$ cat src/design/rfe_crc32_pkg.sv
// Shared types and constants of the receive frame encapsulator.
package rfe_crc32_pkg;

    localparam int MAX_FRAME_BYTES_DEF = 1518;

    localparam int BC_W      = 11;
    localparam int POS_W     = 12;
    localparam int MAC_W     = 48;
    localparam int CFG_IDX_W = 1;
    localparam int CFG_W     = 48;
    localparam int IDX_W     = 9;
    localparam int LEN_W     = 16;

    localparam int HDR_GROUPS = 3;
    localparam int PAD_SPAN   = 128;
    localparam int CRC_BYTES  = 4;

    localparam logic [31:0] CRC_POLY = 32'hEDB88320;
    localparam logic [31:0] CRC_INIT = 32'hFFFFFFFF;
    localparam logic [7:0]  MAGIC_0  = 8'hAA;
    localparam logic [7:0]  MAGIC_1  = 8'h55;

    localparam logic [MAC_W-1:0] STATION_MAC_RST = 48'h08002B112233;
    localparam logic [BC_W-1:0]  MIN_WIRE_RST    = 11'd128;

    localparam logic [CFG_IDX_W-1:0] CFG_STATION_MAC = 1'd0;
    localparam logic [CFG_IDX_W-1:0] CFG_MIN_WIRE    = 1'd1;

    // request kinds carried on cmd
    localparam logic REQ_EMPTY = 1'b0;
    localparam logic REQ_BYTE  = 1'b1;

    localparam logic [1:0] HDR_G0 = 2'd0;
    localparam logic [1:0] HDR_G1 = 2'd1;
    localparam logic [1:0] HDR_G2 = 2'd2;

    typedef enum logic [6:0] {
        ST_IDLE  = 7'b0000001,
        ST_PAD   = 7'b0000010,
        ST_CRC   = 7'b0000100,
        ST_FLUSH = 7'b0001000,
        ST_HDR0  = 7'b0010000,
        ST_HDR1  = 7'b0100000,
        ST_HDR2  = 7'b1000000
    } rfe_state_t;

    typedef struct packed {
        logic       take_byte;
        logic       take_last;
        logic       take_empty;
        logic       pad_step;
        logic       crc_step;
        logic       flush;
        logic       hdr_emit;
        logic [1:0] hdr_sel;
    } rfe_cmd_t;

    typedef struct packed {
        logic out_free;
        logic byte_ok;
        logic byte_lane3;
        logic pad_needed;
        logic pad_more;
        logic pos_lane3;
        logic crc_last;
    } rfe_status_t;

endpackage

$ cat src/design/rfe_crc32_ctrl.sv
// Sequencing state machine of the receive frame encapsulator.
module rfe_crc32_ctrl (
    input  logic                      clk,
    input  logic                      rst_n,
    input  logic                      in_valid,
    input  logic                      cmd,
    input  logic                      last_byte,
    output logic                      in_stall,
    input  rfe_crc32_pkg::rfe_status_t status,
    output rfe_crc32_pkg::rfe_cmd_t    ctl
);

    rfe_crc32_pkg::rfe_state_t state_reg;
    rfe_crc32_pkg::rfe_state_t state_next;

    logic produce_now;
    logic accept;
    logic step_go;

    // A byte that completes a group needs room in the output register.
    assign produce_now = (cmd == rfe_crc32_pkg::REQ_BYTE) && status.byte_ok && status.byte_lane3;
    assign in_stall    = (state_reg != rfe_crc32_pkg::ST_IDLE)
                         || (produce_now && !status.out_free);
    assign accept      = in_valid && !in_stall;
    assign step_go     = !status.pos_lane3 || status.out_free;

    always_comb
    begin
        state_next     = state_reg;
        ctl            = '0;
        ctl.hdr_sel    = rfe_crc32_pkg::HDR_G0;
        unique case (state_reg)
            rfe_crc32_pkg::ST_IDLE:
            begin
                if (accept)
                begin
                    if (cmd == rfe_crc32_pkg::REQ_EMPTY)
                    begin
                        ctl.take_empty = 1'b1;
                        state_next     = rfe_crc32_pkg::ST_HDR0;
                    end
                    else
                    begin
                        ctl.take_byte = 1'b1;
                        if (last_byte)
                        begin
                            ctl.take_last = 1'b1;
                            state_next    = status.pad_needed ? rfe_crc32_pkg::ST_PAD
                                                              : rfe_crc32_pkg::ST_CRC;
                        end
                    end
                end
            end
            rfe_crc32_pkg::ST_PAD:
            begin
                if (step_go)
                begin
                    ctl.pad_step = 1'b1;
                    if (!status.pad_more)
                    begin
                        state_next = rfe_crc32_pkg::ST_CRC;
                    end
                end
            end
            rfe_crc32_pkg::ST_CRC:
            begin
                if (step_go)
                begin
                    ctl.crc_step = 1'b1;
                    if (status.crc_last)
                    begin
                        state_next = status.pos_lane3 ? rfe_crc32_pkg::ST_HDR0
                                                      : rfe_crc32_pkg::ST_FLUSH;
                    end
                end
            end
            rfe_crc32_pkg::ST_FLUSH:
            begin
                if (status.out_free)
                begin
                    ctl.flush  = 1'b1;
                    state_next = rfe_crc32_pkg::ST_HDR0;
                end
            end
            rfe_crc32_pkg::ST_HDR0:
            begin
                ctl.hdr_sel = rfe_crc32_pkg::HDR_G0;
                if (status.out_free)
                begin
                    ctl.hdr_emit = 1'b1;
                    state_next   = rfe_crc32_pkg::ST_HDR1;
                end
            end
            rfe_crc32_pkg::ST_HDR1:
            begin
                ctl.hdr_sel = rfe_crc32_pkg::HDR_G1;
                if (status.out_free)
                begin
                    ctl.hdr_emit = 1'b1;
                    state_next   = rfe_crc32_pkg::ST_HDR2;
                end
            end
            rfe_crc32_pkg::ST_HDR2:
            begin
                ctl.hdr_sel = rfe_crc32_pkg::HDR_G2;
                if (status.out_free)
                begin
                    ctl.hdr_emit = 1'b1;
                    state_next   = rfe_crc32_pkg::ST_IDLE;
                end
            end
            default:
            begin
                state_next = rfe_crc32_pkg::ST_IDLE;
            end
        endcase
    end

    always_ff @(posedge clk or negedge rst_n)
    begin
        if (!rst_n)
        begin
            state_reg <= rfe_crc32_pkg::ST_IDLE;
        end
        else
        begin
            state_reg <= state_next;
        end
    end

endmodule

$ cat src/design/rfe_crc32_dp.sv
// Datapath of the receive frame encapsulator: CRC, group packing, header, output register.
module rfe_crc32_dp #(
    parameter int MAX_FRAME_BYTES = rfe_crc32_pkg::MAX_FRAME_BYTES_DEF
) (
    input  logic                                  clk,
    input  logic                                  rst_n,
    input  logic                                  cfg_we,
    input  logic [rfe_crc32_pkg::CFG_IDX_W-1:0]   cfg_index,
    input  logic [rfe_crc32_pkg::CFG_W-1:0]       cfg_data,
    input  logic [7:0]                            data_byte,
    input  logic [7:0]                            queued_count,
    input  rfe_crc32_pkg::rfe_cmd_t                ctl,
    output rfe_crc32_pkg::rfe_status_t             status,
    output logic                                  out_valid,
    input  logic                                  out_stall,
    output logic [rfe_crc32_pkg::IDX_W-1:0]       group_index,
    output logic [31:0]                           group_data,
    output logic                                  run_end
);

    localparam int BC_W  = rfe_crc32_pkg::BC_W;
    localparam int POS_W = rfe_crc32_pkg::POS_W;
    localparam int IDX_W = rfe_crc32_pkg::IDX_W;
    localparam int LEN_W = rfe_crc32_pkg::LEN_W;
    localparam logic [BC_W-1:0] MAX_BC = BC_W'(MAX_FRAME_BYTES);

    function automatic logic [31:0] crc_byte(input logic [31:0] c_in, input logic [7:0] b_in);
        logic [31:0] c;
        logic [7:0]  b;
        logic        x;
        c = c_in;
        b = b_in;
        for (int k = 0; k < 8; k++)
        begin
            x = b[0] ^ c[0];
            c = c >> 1;
            if (x)
            begin
                c = c ^ rfe_crc32_pkg::CRC_POLY;
            end
            b = b >> 1;
        end
        return c;
    endfunction

    function automatic logic [IDX_W-1:0] grp_index(input logic [POS_W-1:0] p);
        logic [POS_W-3:0] g;
        g = p[POS_W-1:2] + (POS_W-2)'(rfe_crc32_pkg::HDR_GROUPS);
        return g[IDX_W-1:0];
    endfunction

    logic [rfe_crc32_pkg::MAC_W-1:0] mac_reg;
    logic [BC_W-1:0]                 min_wire_reg;
    logic [31:0]                     crc_reg, crc_next;
    logic [BC_W-1:0]                 bc_reg, bc_next;
    logic [23:0]                     partial_reg, partial_next;
    logic [7:0]                      seq_reg, seq_next;
    logic [POS_W-1:0]                pos_reg, pos_next;
    logic [POS_W-1:0]                w_reg, w_next;
    logic [LEN_W-1:0]                len_reg, len_next;
    logic [7:0]                      q_reg, q_next;
    logic [1:0]                      crc_cnt_reg, crc_cnt_next;
    logic                            out_valid_reg, out_valid_next;
    logic [IDX_W-1:0]                out_index_reg, out_index_next;
    logic [31:0]                     out_data_reg, out_data_next;
    logic                            out_end_reg, out_end_next;

    logic             byte_ok;
    logic [BC_W-1:0]  bc_inc;
    logic [POS_W-1:0] bc_new;
    logic [POS_W-1:0] base_lim;
    logic [POS_W-1:0] w_max;
    logic [POS_W-1:0] w_cal;
    logic [POS_W:0]   pos_plus;
    logic [31:0]      crc_fin;
    logic [7:0]       crc_out_byte;

    logic             put_en;
    logic [POS_W-1:0] put_pos;
    logic [7:0]       put_val;
    logic [31:0]      crc_in_sel;
    logic [7:0]       crc_byte_sel;

    assign byte_ok  = bc_reg < MAX_BC;
    assign bc_inc   = byte_ok ? bc_reg + 1'b1 : bc_reg;
    assign bc_new   = POS_W'(bc_inc);
    assign base_lim = POS_W'({bc_reg[BC_W-1:2], 2'b00}) + POS_W'(rfe_crc32_pkg::PAD_SPAN);
    assign w_max    = (POS_W'(min_wire_reg) < bc_new) ? bc_new : POS_W'(min_wire_reg);
    assign w_cal    = (w_max > base_lim) ? base_lim : w_max;
    assign pos_plus = {1'b0, pos_reg} + 1'b1;
    assign crc_fin  = ~crc_reg;

    always_comb
    begin
        case (crc_cnt_reg)
            2'd0:    crc_out_byte = crc_fin[7:0];
            2'd1:    crc_out_byte = crc_fin[15:8];
            2'd2:    crc_out_byte = crc_fin[23:16];
            default: crc_out_byte = crc_fin[31:24];
        endcase
    end

    assign status.out_free   = !out_valid_reg || !out_stall;
    assign status.byte_ok    = byte_ok;
    assign status.byte_lane3 = (bc_reg[1:0] == 2'd3);
    assign status.pad_needed = bc_new < w_cal;
    assign status.pad_more   = pos_plus < {1'b0, w_reg};
    assign status.pos_lane3  = (pos_reg[1:0] == 2'd3);
    assign status.crc_last   = (crc_cnt_reg == 2'(rfe_crc32_pkg::CRC_BYTES - 1));

    // Select the byte source for the shared packing and CRC step.
    always_comb
    begin
        put_en       = 1'b0;
        put_pos      = pos_reg;
        put_val      = 8'h00;
        crc_in_sel   = crc_reg;
        crc_byte_sel = 8'h00;
        if (ctl.take_byte && byte_ok)
        begin
            put_en       = 1'b1;
            put_pos      = POS_W'(bc_reg);
            put_val      = data_byte;
            crc_byte_sel = data_byte;
        end
        else if (ctl.pad_step)
        begin
            put_en = 1'b1;
        end
        else if (ctl.crc_step)
        begin
            put_en  = 1'b1;
            put_val = crc_out_byte;
        end
    end

    always_comb
    begin
        crc_next       = crc_reg;
        bc_next        = bc_reg;
        partial_next   = partial_reg;
        seq_next       = seq_reg;
        pos_next       = pos_reg;
        w_next         = w_reg;
        len_next       = len_reg;
        q_next         = q_reg;
        crc_cnt_next   = crc_cnt_reg;
        out_valid_next = out_valid_reg && out_stall;
        out_index_next = out_index_reg;
        out_data_next  = out_data_reg;
        out_end_next   = out_end_reg;

        if ((ctl.take_byte && byte_ok) || ctl.pad_step)
        begin
            crc_next = crc_byte(crc_in_sel, crc_byte_sel);
        end
        if (ctl.take_byte)
        begin
            bc_next = bc_inc;
        end

        if (put_en)
        begin
            if (put_pos[1:0] == 2'd3)
            begin
                out_valid_next = 1'b1;
                out_index_next = grp_index(put_pos);
                out_data_next  = {put_val, partial_reg};
                out_end_next   = 1'b0;
                partial_next   = '0;
            end
            else
            begin
                partial_next = partial_reg | (24'(put_val) << {put_pos[1:0], 3'b000});
            end
        end

        if (ctl.pad_step || ctl.crc_step)
        begin
            pos_next = pos_plus[POS_W-1:0];
        end
        if (ctl.crc_step)
        begin
            crc_cnt_next = crc_cnt_reg + 1'b1;
        end

        if (ctl.take_last)
        begin
            pos_next     = bc_new;
            w_next       = w_cal;
            len_next     = LEN_W'(w_cal) + LEN_W'(rfe_crc32_pkg::CRC_BYTES);
            q_next       = queued_count;
            crc_cnt_next = '0;
        end
        if (ctl.take_empty)
        begin
            len_next = '0;
            q_next   = queued_count;
        end

        if (ctl.flush)
        begin
            out_valid_next = 1'b1;
            out_index_next = grp_index(pos_reg);
            out_data_next  = {8'h00, partial_reg};
            out_end_next   = 1'b0;
            partial_next   = '0;
        end

        if (ctl.hdr_emit)
        begin
            out_valid_next = 1'b1;
            out_end_next   = 1'b0;
            case (ctl.hdr_sel)
                rfe_crc32_pkg::HDR_G0:
                begin
                    out_index_next = IDX_W'(0);
                    out_data_next  = {q_reg, seq_reg, rfe_crc32_pkg::MAGIC_1,
                                      rfe_crc32_pkg::MAGIC_0};
                end
                rfe_crc32_pkg::HDR_G1:
                begin
                    out_index_next = IDX_W'(1);
                    out_data_next  = {mac_reg[39:32], mac_reg[47:40],
                                      len_reg[7:0], len_reg[15:8]};
                end
                default:
                begin
                    // Close the run: clear the frame state, advance the sequence.
                    out_index_next = IDX_W'(2);
                    out_data_next  = {mac_reg[7:0], mac_reg[15:8],
                                      mac_reg[23:16], mac_reg[31:24]};
                    out_end_next   = 1'b1;
                    crc_next       = rfe_crc32_pkg::CRC_INIT;
                    bc_next        = '0;
                    partial_next   = '0;
                    seq_next       = seq_reg + 1'b1;
                end
            endcase
        end
    end

    always_ff @(posedge clk or negedge rst_n)
    begin
        if (!rst_n)
        begin
            mac_reg       <= rfe_crc32_pkg::STATION_MAC_RST;
            min_wire_reg  <= rfe_crc32_pkg::MIN_WIRE_RST;
            crc_reg       <= rfe_crc32_pkg::CRC_INIT;
            bc_reg        <= '0;
            partial_reg   <= '0;
            seq_reg       <= '0;
            pos_reg       <= '0;
            crc_cnt_reg   <= '0;
            out_valid_reg <= 1'b0;
        end
        else
        begin
            if (cfg_we)
            begin
                unique case (cfg_index)
                    rfe_crc32_pkg::CFG_STATION_MAC: mac_reg      <= cfg_data;
                    rfe_crc32_pkg::CFG_MIN_WIRE:    min_wire_reg <= cfg_data[BC_W-1:0];
                    default:                        ;
                endcase
            end
            crc_reg       <= crc_next;
            bc_reg        <= bc_next;
            partial_reg   <= partial_next;
            seq_reg       <= seq_next;
            pos_reg       <= pos_next;
            crc_cnt_reg   <= crc_cnt_next;
            out_valid_reg <= out_valid_next;
        end
    end

    always_ff @(posedge clk)
    begin
        w_reg         <= w_next;
        len_reg       <= len_next;
        q_reg         <= q_next;
        out_index_reg <= out_index_next;
        out_data_reg  <= out_data_next;
        out_end_reg   <= out_end_next;
    end

    assign out_valid   = out_valid_reg;
    assign group_index = out_index_reg;
    assign group_data  = out_data_reg;
    assign run_end     = out_end_reg;

endmodule

$ cat src/design/rx_frame_encapsulator_crc32_core.sv
// Top level of the receive frame encapsulator with pad and CRC-32 trailer.
//
// Frame bytes enter one request at a time (cmd 1) and are packed into 4-byte
// groups of a buffer image that starts at byte offset 12; each full group is
// sent at once. The block takes the next data byte while a finished group
// still waits in the output register; it holds the input only when a byte
// would complete a group and that register is still occupied. On the last
// byte a sequencer takes over and the input stays stalled until the header
// is out: it appends zero padding up to min_wire_length (one byte per cycle
// unless held by the output register, capped at 128 bytes past the start of
// the group of the last stored byte), then the four CRC-32 bytes least
// significant first, then a partly filled last group if any, then the three
// header groups: magic aa 55, run sequence, queued count, big-endian length
// (padded length plus 4) and the station address. Output stall cycles add
// delay only while a byte that completes a group, the partial last group or
// a header group waits for the output register; padding and CRC bytes that
// do not finish a group keep moving. An empty run (cmd 0) drops any partial
// frame and sends the header alone with length zero. Bytes beyond
// MAX_FRAME_BYTES are dropped, not counted and not put into the CRC;
// last_byte still ends the run. run_end marks the final header group. Write
// configuration only while idle.
module rx_frame_encapsulator_crc32_core #(
    parameter int MAX_FRAME_BYTES = rfe_crc32_pkg::MAX_FRAME_BYTES_DEF
) (
    input  logic                                clk,
    input  logic                                rst_n,
    // configuration write port
    input  logic                                cfg_we,
    input  logic [rfe_crc32_pkg::CFG_IDX_W-1:0] cfg_index,
    input  logic [rfe_crc32_pkg::CFG_W-1:0]     cfg_data,
    // input request channel
    input  logic                                in_valid,
    output logic                                in_stall,
    input  logic                                cmd,
    input  logic [7:0]                          data_byte,
    input  logic                                last_byte,
    input  logic [7:0]                          queued_count,
    // result channel
    output logic                                out_valid,
    input  logic                                out_stall,
    output logic [rfe_crc32_pkg::IDX_W-1:0]     group_index,
    output logic [31:0]                         group_data,
    output logic                                run_end
);

    rfe_crc32_pkg::rfe_cmd_t    ctl;
    rfe_crc32_pkg::rfe_status_t status;

    // Sequence accept, padding, CRC trailer and header emission.
    rfe_crc32_ctrl u_ctrl (
        .clk       (clk),
        .rst_n     (rst_n),
        .in_valid  (in_valid),
        .cmd       (cmd),
        .last_byte (last_byte),
        .in_stall  (in_stall),
        .status    (status),
        .ctl       (ctl)
    );

    // Hold configuration, CRC and packing state; drive the output register.
    rfe_crc32_dp #(
        .MAX_FRAME_BYTES (MAX_FRAME_BYTES)
    ) u_dp (
        .clk          (clk),
        .rst_n        (rst_n),
        .cfg_we       (cfg_we),
        .cfg_index    (cfg_index),
        .cfg_data     (cfg_data),
        .data_byte    (data_byte),
        .queued_count (queued_count),
        .ctl          (ctl),
        .status       (status),
        .out_valid    (out_valid),
        .out_stall    (out_stall),
        .group_index  (group_index),
        .group_data   (group_data),
        .run_end      (run_end)
    );

endmodule
$ cat config.mk
export PLATFORM = sky130hd
export DESIGN_NAME = rx_frame_encapsulator_crc32_core
export DESIGN_NICKNAME = d
export VERILOG_FILES = /design/src/design/rfe_crc32_pkg.sv /design/src/design/rfe_crc32_ctrl.sv /design/src/design/rfe_crc32_dp.sv /design/src/design/rx_frame_encapsulator_crc32_core.sv
export SDC_FILE = /design/constraint.sdc
export NUM_CORES = 1
export LEC_CHECK = 0
export ABC_AREA = 1
export ABC_CLOCK_PERIOD_IN_PS = 12800
export BUFFER_PORTS_ARGS = -buffer_cell sky130_fd_sc_hd__buf_2
export CAP_MARGIN = 20
export CORE_UTILIZATION = 51
export DETAILED_ROUTE_END_ITERATION = 12
export PLACE_DENSITY = 0.77
export SETUP_SLACK_MARGIN = 0.15
export SYNTH_ARGS = -nofsm -noshare
export SYNTH_HDL_FRONTEND = slang
export SYNTH_SLANG_ARGS = --single-unit
$ cat constraint.sdc
create_clock -name clk -period 12.8 [get_ports clk]
set_clock_uncertainty 0.2 [all_clocks]
set_input_delay 2.56 -clock clk [delete_from_list [all_inputs] [get_ports clk]]
set_output_delay 2.56 -clock clk [all_outputs]
set_load 0.01 [all_outputs]
# After elaboration in Yosys (flattened, before gate mapping)
# Cells that the tools add are included.
[word_totals]
register_bits = 234
latchBits = 0
ramBits = 0
romBits = 0
in_bits = 72
output_inout_bits = 44
elab_cells = 192
mem_count = 0
[op_classes]
n_addsub = 8
mul = 0
n_div = 0
n_lt_le_gt_ge = 5
eq_ne = 25
shift = 1
mux = 88
n_bitwise = 20
reduce_logical = 29
[ops]
columns = ["op", "n"]
rows = [
  ["32-bit 2-to-1 mux", 22],
  ["24-bit 2-to-1 mux", 5],
  ["13-bit NOT with 14-bit output", 8],
  ["7-bit 2-to-1 mux", 11],
  ["11-bit 2-to-1 mux", 6],
  ["32-bit one-hot mux with 2 select lines", 1],
  ["7-bit one-hot mux with 7 select lines", 1],
  ["8-bit 2-to-1 mux", 6],
  ["12-bit 2-to-1 mux", 3],
  ["9-bit 2-to-1 mux", 4],
  ["32-bit NOT", 1],
  ["24-bit OR", 1],
  ["8-bit one-hot mux with 3 select lines", 1],
  ["8-bit by 5-bit << shifter with 24-bit output", 1],
  ["1-bit 2-to-1 mux", 19],
  ["9-bit by 2-bit adder with 9-bit output, second input constant", 2],
  ["2-bit by 1-bit != test with 1-bit output, second input constant", 7],
  ["12-bit by 1-bit adder with 13-bit output, second input constant", 1],
  ["12-bit by 3-bit adder with 13-bit output, second input constant", 1],
  ["13-bit by 12-bit less-than comparator with 1-bit output", 1],
  ["11-bit by 8-bit adder with 12-bit output, second input constant", 1],
  ["12-bit > comparator", 1],
  ["11-bit by 12-bit less-than comparator with 1-bit output", 1],
  ["11-bit by 1-bit adder with 11-bit output, second input constant", 1],
  ["other kinds (32)", 70],
]

# Longest topological paths before layout
# Gate-level depths: netlist of run 1.
[logic_depth]
depth_word = 37
depth_mapped = 42

# Hierarchy
# A second synthesis of run 1 with hierarchy kept.
[hier_totals]
cells_unflattened = 1524
hier_area_um2 = 13235.2
[modules_own_cells]
columns = ["mod", "n_inst", "cells_each", "area_each_um2"]
rows = [
  ["rfe_crc32_dp", 1, 1422, 12595.8],
  ["rfe_crc32_ctrl", 1, 102, 639.4],
]

# Least setup slack after synthesis of run 1
# OpenSTA, ideal clock, no wires.
[synth_timing]
kind = "in2out"
startpoint = "in out_stall"
endpoint = "out in_stall"
arrival_time_ns = 3.074
required_ns = 10.040
path_slack_ns = 6.966
path_stages = 4
n_path_buf = 0
path_cell_list = "nand2_1 > inv_1 > nand3_4 > nand2_1"
[synth_between]
elab_chain_cells = 5
[synth_rtl]
columns = ["element", "line_no", "rtl"]
rows = [
  ["from (decl)", "rx_frame_encapsulator_crc32_core.sv:40", "input logic out_stall,"],
  ["1-bit logical NOT", "rfe_crc32_dp.sv:103", "assign status.out_free = !out_valid_reg || !out_stall;"],
  ["1-bit logical OR", "rfe_crc32_dp.sv:103", ""],
  ["1-bit logical NOT", "rfe_crc32_ctrl.sv:23", "|| (produce_now && !status.out_free);"],
  ["1-bit logical AND", "rfe_crc32_ctrl.sv:23", ""],
  ["1-bit logical OR", "rfe_crc32_ctrl.sv:23", ""],
  ["to (decl)", "rx_frame_encapsulator_crc32_core.sv:33", "output logic in_stall,"],
]
# Every way passes these cells.

# Final worst setup path of run 1
[layout_timing]
startpoint = "reg u_dp.bc_reg[7]"
endpoint = "reg u_ctrl.state_reg[2]"
[layout_between]
elab_chain_cells = 12
elab_cells_between_ends = 22
[layout_rtl]
columns = ["element", "line_no", "rtl"]
rows = [
  ["from (decl)", "rfe_crc32_dp.sv:55", "logic [BC_W-1:0] bc_reg, bc_next;"],
  ["from (signal assigned)", "rfe_crc32_dp.sv:268", "bc_reg <= bc_next;"],
  ["11-bit by 1-bit adder with 11-bit output or 11-bit less-than comparator (tied branches)", "rfe_crc32_dp.sv:85, rfe_crc32_dp.sv:84", ""],
  ["11-bit 2-to-1 mux", "rfe_crc32_dp.sv:85", "assign bc_inc = byte_ok ? bc_reg + 1'b1 : bc_reg;"],
  ["11-bit less-than comparator", "rfe_crc32_dp.sv:88", "assign w_max = (POS_W'(min_wire_reg) < bc_new) ? bc_new : POS_W'(min_wire_reg);"],
  ["11-bit 2-to-1 mux", "rfe_crc32_dp.sv:88", ""],
  ["12-bit > comparator", "rfe_crc32_dp.sv:89", "assign w_cal = (w_max > base_lim) ? base_lim : w_max;"],
  ["12-bit 2-to-1 mux (*)", "rfe_crc32_dp.sv:89", ""],
  ["via u_dp.w_cal[3]", "rfe_crc32_dp.sv:73", "logic [POS_W-1:0] w_cal;"],
  ["11-bit by 12-bit less-than comparator with 1-bit output (*)", "rfe_crc32_dp.sv:106", "assign status.pad_needed = bc_new < w_cal;"],
  ["3-bit 2-to-1 mux (*)", "rfe_crc32_ctrl.sv:48", "state_next = status.pad_needed ? rfe_crc32_pkg::ST_PAD"],
  ["7-bit 2-to-1 mux (*)", "rfe_crc32_ctrl.sv:45", "if (last_byte)"],
  ["7-bit 2-to-1 mux (*)", "rfe_crc32_ctrl.sv:37", "if (cmd == rfe_crc32_pkg::REQ_EMPTY)"],
  ["7-bit 2-to-1 mux (*)", "rfe_crc32_ctrl.sv:35", "if (accept)"],
  ["7-bit one-hot mux with 7 select lines (*)", "rfe_crc32_ctrl.sv:32", "unique case (state_reg)"],
  ["to (signal assigned)", "rfe_crc32_ctrl.sv:123", "state_reg <= rfe_crc32_pkg::ST_IDLE;"],
  ["to (signal assigned)", "rfe_crc32_ctrl.sv:127", "state_reg <= state_next;"],
  ["to (decl)", "rfe_crc32_ctrl.sv:13", "rfe_crc32_pkg::rfe_state_t state_reg;"],
]
# Mark *: on every way through the listed nets, which the timed path passes. The rest lies on a longest branch. The select of a mux whose other input is x is not followed.
# A chain may end at the register's enable or synchronous reset.

==> results of run 1 <==
[through the flow]
stage          utilization, %  total power, uW
2_1_floorplan               -             3083
3_3_place_gp            55.41             3645
3_5_place_dp            55.41             3722
4_1_cts                 58.97             4517
5_1_grt                 59.08             4893
6_report                59.08             4553
[logic make-up (layout without fill, tap and decap cells)]
| family | after synthesis | in the layout |
|---|---|---|
| other cells | 1 | 1 |
| flops | 231 | 231 |
| compound gates | 325 | 325 |
| mux | 36 | 36 |
| simple gates | 480 | 480 |
| fa+ha+maj | 46 | 46 |
| xor+xnor | 77 | 77 |
| buf+inv | 263 | 392 |
[final cells by class]
type	instances	area share (%)
Sequential cell	231	40.90
Multi-Input combinational cell	965	40.10
Inverter	216	5.492
Clock buffer	35	4.802
Timing Repair Buffer	128	4.701
Tap cell	330	2.775
Clock inverter	13	1.228
[critical path, delay by kind of cell (launching register included)]
family / cells / cell delay [ps]
flip-flops: 1 / 460
buffers and inverters: 5 / 600
AO/OA/AOI/OAI: 9 / 1310
adder cells (fa/ha/maj): 4 / 1230
AND/OR/NAND/NOR: 21 / 2440
[per-layer routing]
layer / track usage [%] / share of wire, %
met1: 36.85 / 43
met2: 42.49 / 45
met3: 4.265 / 8.1
met4: 10.81 / 3.9
met5: 0 / 0
[final timing paths]
| check | to | cells after the start |
|---|---|---|
| max in group asynchronous | u_dp.mac_reg[20] | 3 |
| min in group asynchronous | u_dp.bc_reg[7] | 1 |
| worst min-delay path | u_dp.len_reg[12] | 2 |
| worst min register to register | u_dp.len_reg[12] | 2 |
| worst max register to register | u_ctrl.state_reg[2] | 39 |
| worst max-delay path | u_ctrl.state_reg[2] | 39 |
[layout by cell type (no fill, tap or decap), drive strengths merged, types with 62 or more instances in the layout]
| cell | instances |
|---|---|
| xor2 | 72 |
| o21ai | 138 |
| nand3 | 75 |
| nand2 | 278 |
| edfxtp | 62 |
| nor2 | 82 |
| a21oi | 92 |
| buf | 128 |
| dfrtp | 109 |
| inv | 213 |
[power by group through the flow]
| stage | logic [uW] | clock network, uW | registers [uW] |
|---|---|---|---|
| after detailed placement | 2420 | 0 | 1300 |
| after CTS | 2440 | 783 | 1290 |
| final | 2480 | 776 | 1290 |
| after global placement | 2350 | 0 | 1290 |
| after floorplan | 1810 | 0 | 1270 |
| after global routing | 2760 | 811 | 1320 |
==> results.yml, run 1 <==
yosys:
  synth-seq-cells: 231
  synthArstFlopShare_pct: 67.53
  synth-main-ff-cell: "dfrtp_1"
  synth-xor-area-share_pct: 6.167
  synthAdderAreaFrac_pct: 4.405
  synth_mux_area_share_pct: 3.103
  syn_area_per_cell_um2: 8.956
  syn_area_um2: 13070
  synth.most_common_cell: "nand2_1"
  yosys_warnings: 0
  synth_edf_count: 62
  synth_top_family_by_area: "simple AND/OR/NAND/NOR gates"
  postSynthCellCount: 1459
  synth_top_cell_area_share_pct: 20.88
  yosys.area.top_type: "dfrtp_1"
  synthTopCellsByCount: "245 x nand2_1, 202 x inv_1, 121 x o21ai_0"
  synth.area.top_cells: "dfrtp_1 21%, edfxtp_1 14%, dfstp_2 9.5%"
  yosys.cell_types.count: 67
  synthSimpleGateAreaFrac_pct: 17.06
  synth_fp_nets: 1577
  seq_area_frac_synth_pct: 46.57
  synth_compound_gate_area_share_pct: 14.82
clocking:
  cts_made_buffers: 26
  cts.repair.resized: 0
  worstSkewPairLatency_ps: 530
  ctsHoldBuffers: 0
  cts_buffer_depth: 3
  cts_sinks: 231
  post_cts_buffers: 0
  cts_tree: "yes"
  clockRootBuffer: "clkbuf_16"
  path_clk_slew_ps: 60
  h-tree-depth: 1
die:
  die_h_um: 162.1
  row_count: 58
  dieArea_um2: 26260
  io_pins: 116
  core_um2: 25180
  dieWidth_um: 162.1
  initial_core_util_pct: 51.89
global_route:
  grt_max_degree: 80
  grt_pass1_vias: 10417
  grt_pass1_wl_um: 55020
  antenna_found_initial: 0
  overflow: 0
  track_usage_pct: 26.85
critical_path:
  start_kind: "flop"
  slowest_stage: "dfrtp_1"
  crit_required_ps: 13020
  slowest_delay_ps: 460
  worst_ep_arrival_time_ps: 6620
  cp-end-kind: "flop"
  cp_common_cell: "nand2_1"
  worstSetupStartpoint: "u_dp.bc_reg[7]"
  crit_type: "flop to flop"
  rrSetupSlack_ps: 6400
  r2r-start: "u_dp.bc_reg[7]"
  crit_fanout: 18
sta:
  finalCritPeriodShare_pct: 50.01
  maxSlewHeadroom_pct: 32.19
  tns_ps: 0
  fmaxAchievable_mhz: 156.2
  worst_pin_slew_ps: 1014
  hold_ws_ps: 240.6
  rsz0062_at_grt: "false"
  layout_min_cycle_time_ps: 6402
  final-setup-viol-count: 0
  timing.final.hold_violations: 0
  drv_slew: 0
  fin_ws_ps: 6398
layout:
  area_growth_pct: 13.86
  n_fill_cell: 2138
  antenna_cells: 0
  seqCellArea_um2: 6085
  nNetsFinal: 1686
  final_cells: 1918
  multi_input_area_um2: 5966
  largest_reg_flops: 48
  fin_area_um2: 14880
  layout-drive-gt1-share_pct: 21.03
detailed_routing:
  routed_wl_um: 35170
  ant_nets: 0
  drt_iter0_drc: 969
  wl_per_cell_um: 18.34
  via_per_inst: 5.670
  dr.pass1.iters: 5
  vias: 10876
  drc: 0
power:
  switching_power_uw: 2141
  swShare_pct: 47.03
  power_leakage_uw: 0.006901
  p_per_area_nw_per_um2: 306.0
  irDropWorstVdd_mv: 0.1947
  clock_power_share_pct: 17.0
  seq_power_share_pct: 28.4
  p_int_uw: 2411
  pwr-share-comb_pct: 54.5
placement:
  place.gp.congestion: 0.9234
  dp_slack_ps: 6433
  detailed_place_hpwl_um: 25540
  placedInstanceArea_um2: 13950
  port-buffer-count: 115
  dp_cells: 1869
outcome:
  status: "finished, final reports clean"
worst_hold_path:
  hp-start: "u_dp.len_reg[12]"
  hold_class: "flop to flop"
run:
  drv_cap: 0
Power figures use the tool's default switching activity.
==> run 2, diff against run 1 <==
ABC_CLOCK_PERIOD_IN_PS = 6700   (was 12800)
clock period = 6.7 ns   (was 12.8 ns; I/O delays follow)
==> run 2 against run 1 <==
Net effect: critical path depth is the same; register-to-register slack lost 5700 ps; core utilization grew 0.31 points; design area grew 0.53%.
==> results.yml, run 2 (synthesis gave the netlist of run 1 again) <==
critical_path:
  slowest_stage: "dfrtp_1"
  start_kind: "flop"
  crit_type: "flop to flop"
  crit_fanout: 18
  slowest_delay_ps: 460
  cp_common_cell: "nand2_1"
  reg2regPathDepth: 39
  cp-end-kind: "flop"
  worst_ep_arrival_time_ps: 6240
  crit_required_ps: 6940
global_route:
  grt_max_degree: 78
  antenna_found_initial: 0
  overflow: 0
  grt_pass1_wl_um: 57020
  grt_pass1_vias: 10582
  track_usage_pct: 28.02
detailed_routing:
  drt_iter0_drc: 1067
  drc: 0
  vias: 10908
  ant_nets: 0
  routed_wl_um: 36640
  dr.pass1.iters: 5
  via_per_inst: 5.672
  wl_per_cell_um: 19.05
layout:
  largest_reg_flops: 48
  antenna_cells: 0
  fin_area_um2: 14960
  nNetsFinal: 1690
  area_growth_pct: 14.46
  layout-drive-gt1-share_pct: 21.34
  final_common_cell: "nand2_1"
  n_fill_cell: 2130
  mostFrequentLayoutCells: "243 x nand2_1, 202 x inv_1, 119 x o21ai_0"
power:
  irDropWorstVdd_mv: 0.3372
  pwr-share-comb_pct: 54.7
  p_int_uw: 4662
  seq_power_share_pct: 27.8
  p_per_area_nw_per_um2: 592.0
  switching_power_uw: 4191
  finalPower_uw: 8854
  swShare_pct: 47.34
  clock_power_share_pct: 17.4
  power_leakage_uw: 0.006946
die:
  dieWidth_um: 162.1
  core_um2: 25180
  row_count: 58
  dieArea_um2: 26260
  initial_core_util_pct: 51.89
  io_pins: 116
  die_h_um: 162.1
placement:
  detailed_place_hpwl_um: 26590
  place.gp.congestion: 0.9463
  port-buffer-count: 115
  placedInstanceArea_um2: 13970
clocking:
  path_clk_slew_ps: 70
  h-tree-depth: 1
  post_cts_buffers: 0
  worstSkewPairLatency_ps: 550
  cts_buffer_depth: 3
  cts_tree: "yes"
  ctsHoldBuffers: 0
  cts_sinks: 231
  clockRootBuffer: "clkbuf_16"
  cts_made_buffers: 27
sta:
  layout_min_cycle_time_ps: 5998
  hold_ws_ps: 262.6
  drv_slew: 0
  finalCritPeriodShare_pct: 89.52
  final-setup-viol-count: 0
  rsz0062_at_grt: "false"
  fmaxAchievable_mhz: 166.7
  worst_pin_slew_ps: 1054
  tns_ps: 0
  timing.final.hold_violations: 0
  maxSlewHeadroom_pct: 29.47
worst_hold_path:
  hold_class: "flop to flop"
  hold_depth: 2
run:
  drv_cap: 0
outcome:
  status: "finished, final reports clean"
run 2: routing by layer:
layer	up-vias	GRT usage, %	part of all wire [%]
met2	470	46.04	48
met5	-	0	0
met4	0	8.877	2.6
met1	5264	38.16	43
met3	72	4.111	7.0
li1	5102	-	-
run 2: what timing repair did:
action | CTS | global route
hold endpoints to repair | 0 | 0
setup endpoints to repair | 0 | 11
gates resized for setup | 0 | 5
run 2: final timing paths:
kind | from | to | slack (ps)
setup / recovery | u_dp.bc_reg[7] | u_ctrl.state_reg[2] | 700
min in group asynchronous | rst_n | u_dp.bc_reg[5] | 500
hold reg to reg | u_dp.len_reg[12] | u_dp.len_reg[12] | 260
max in group asynchronous | rst_n | u_dp.mac_reg[45] | 4440
hold / removal | u_dp.len_reg[12] | u_dp.len_reg[12] | 260
setup reg to reg | u_dp.bc_reg[7] | u_ctrl.state_reg[2] | 700
run 2: power groups by stage:
stage                     Clock, uW  Sequential [uW]  Combinational (uW)
after floorplan                   0             2420                3470
after global placement            0             2450                4620
after detailed placement          0             2470                4710
after CTS                      1560             2460                4760
after global routing           1610             2510                5410
final                          1540             2460                4840
run 2: layout make-up:
class                      count  area [um^2]  area share (%)
clock buffer                  30        686.9           4.593
timing repair buffer         131        721.9           4.827
sequential                   231         6085           40.68
clock inverter                20        246.5           1.648
inverter                     216        817.0           5.463
tap                          330        412.9           2.761
multi-input combinational    965         5986           40.02
run 2: metrics by stage:
step                util, %  std cells  setup slack [ps]
floorplan                 -       1459              1121
global placement      55.50       1872             550.4
detailed placement    55.50       1872             391.5
CTS                   59.20       1922             315.4
global route          59.39       1923             166.1
finish                59.39       1923             702.2
run 2: worst max-delay path: cells and delay by family (launching register included):
kind	cells	cell delay (ps)
compound gates	8	930
xor+xnor	1	340
fa+ha+maj	4	1150
buf+inv	5	560
flops	1	460
simple gates	21	2230
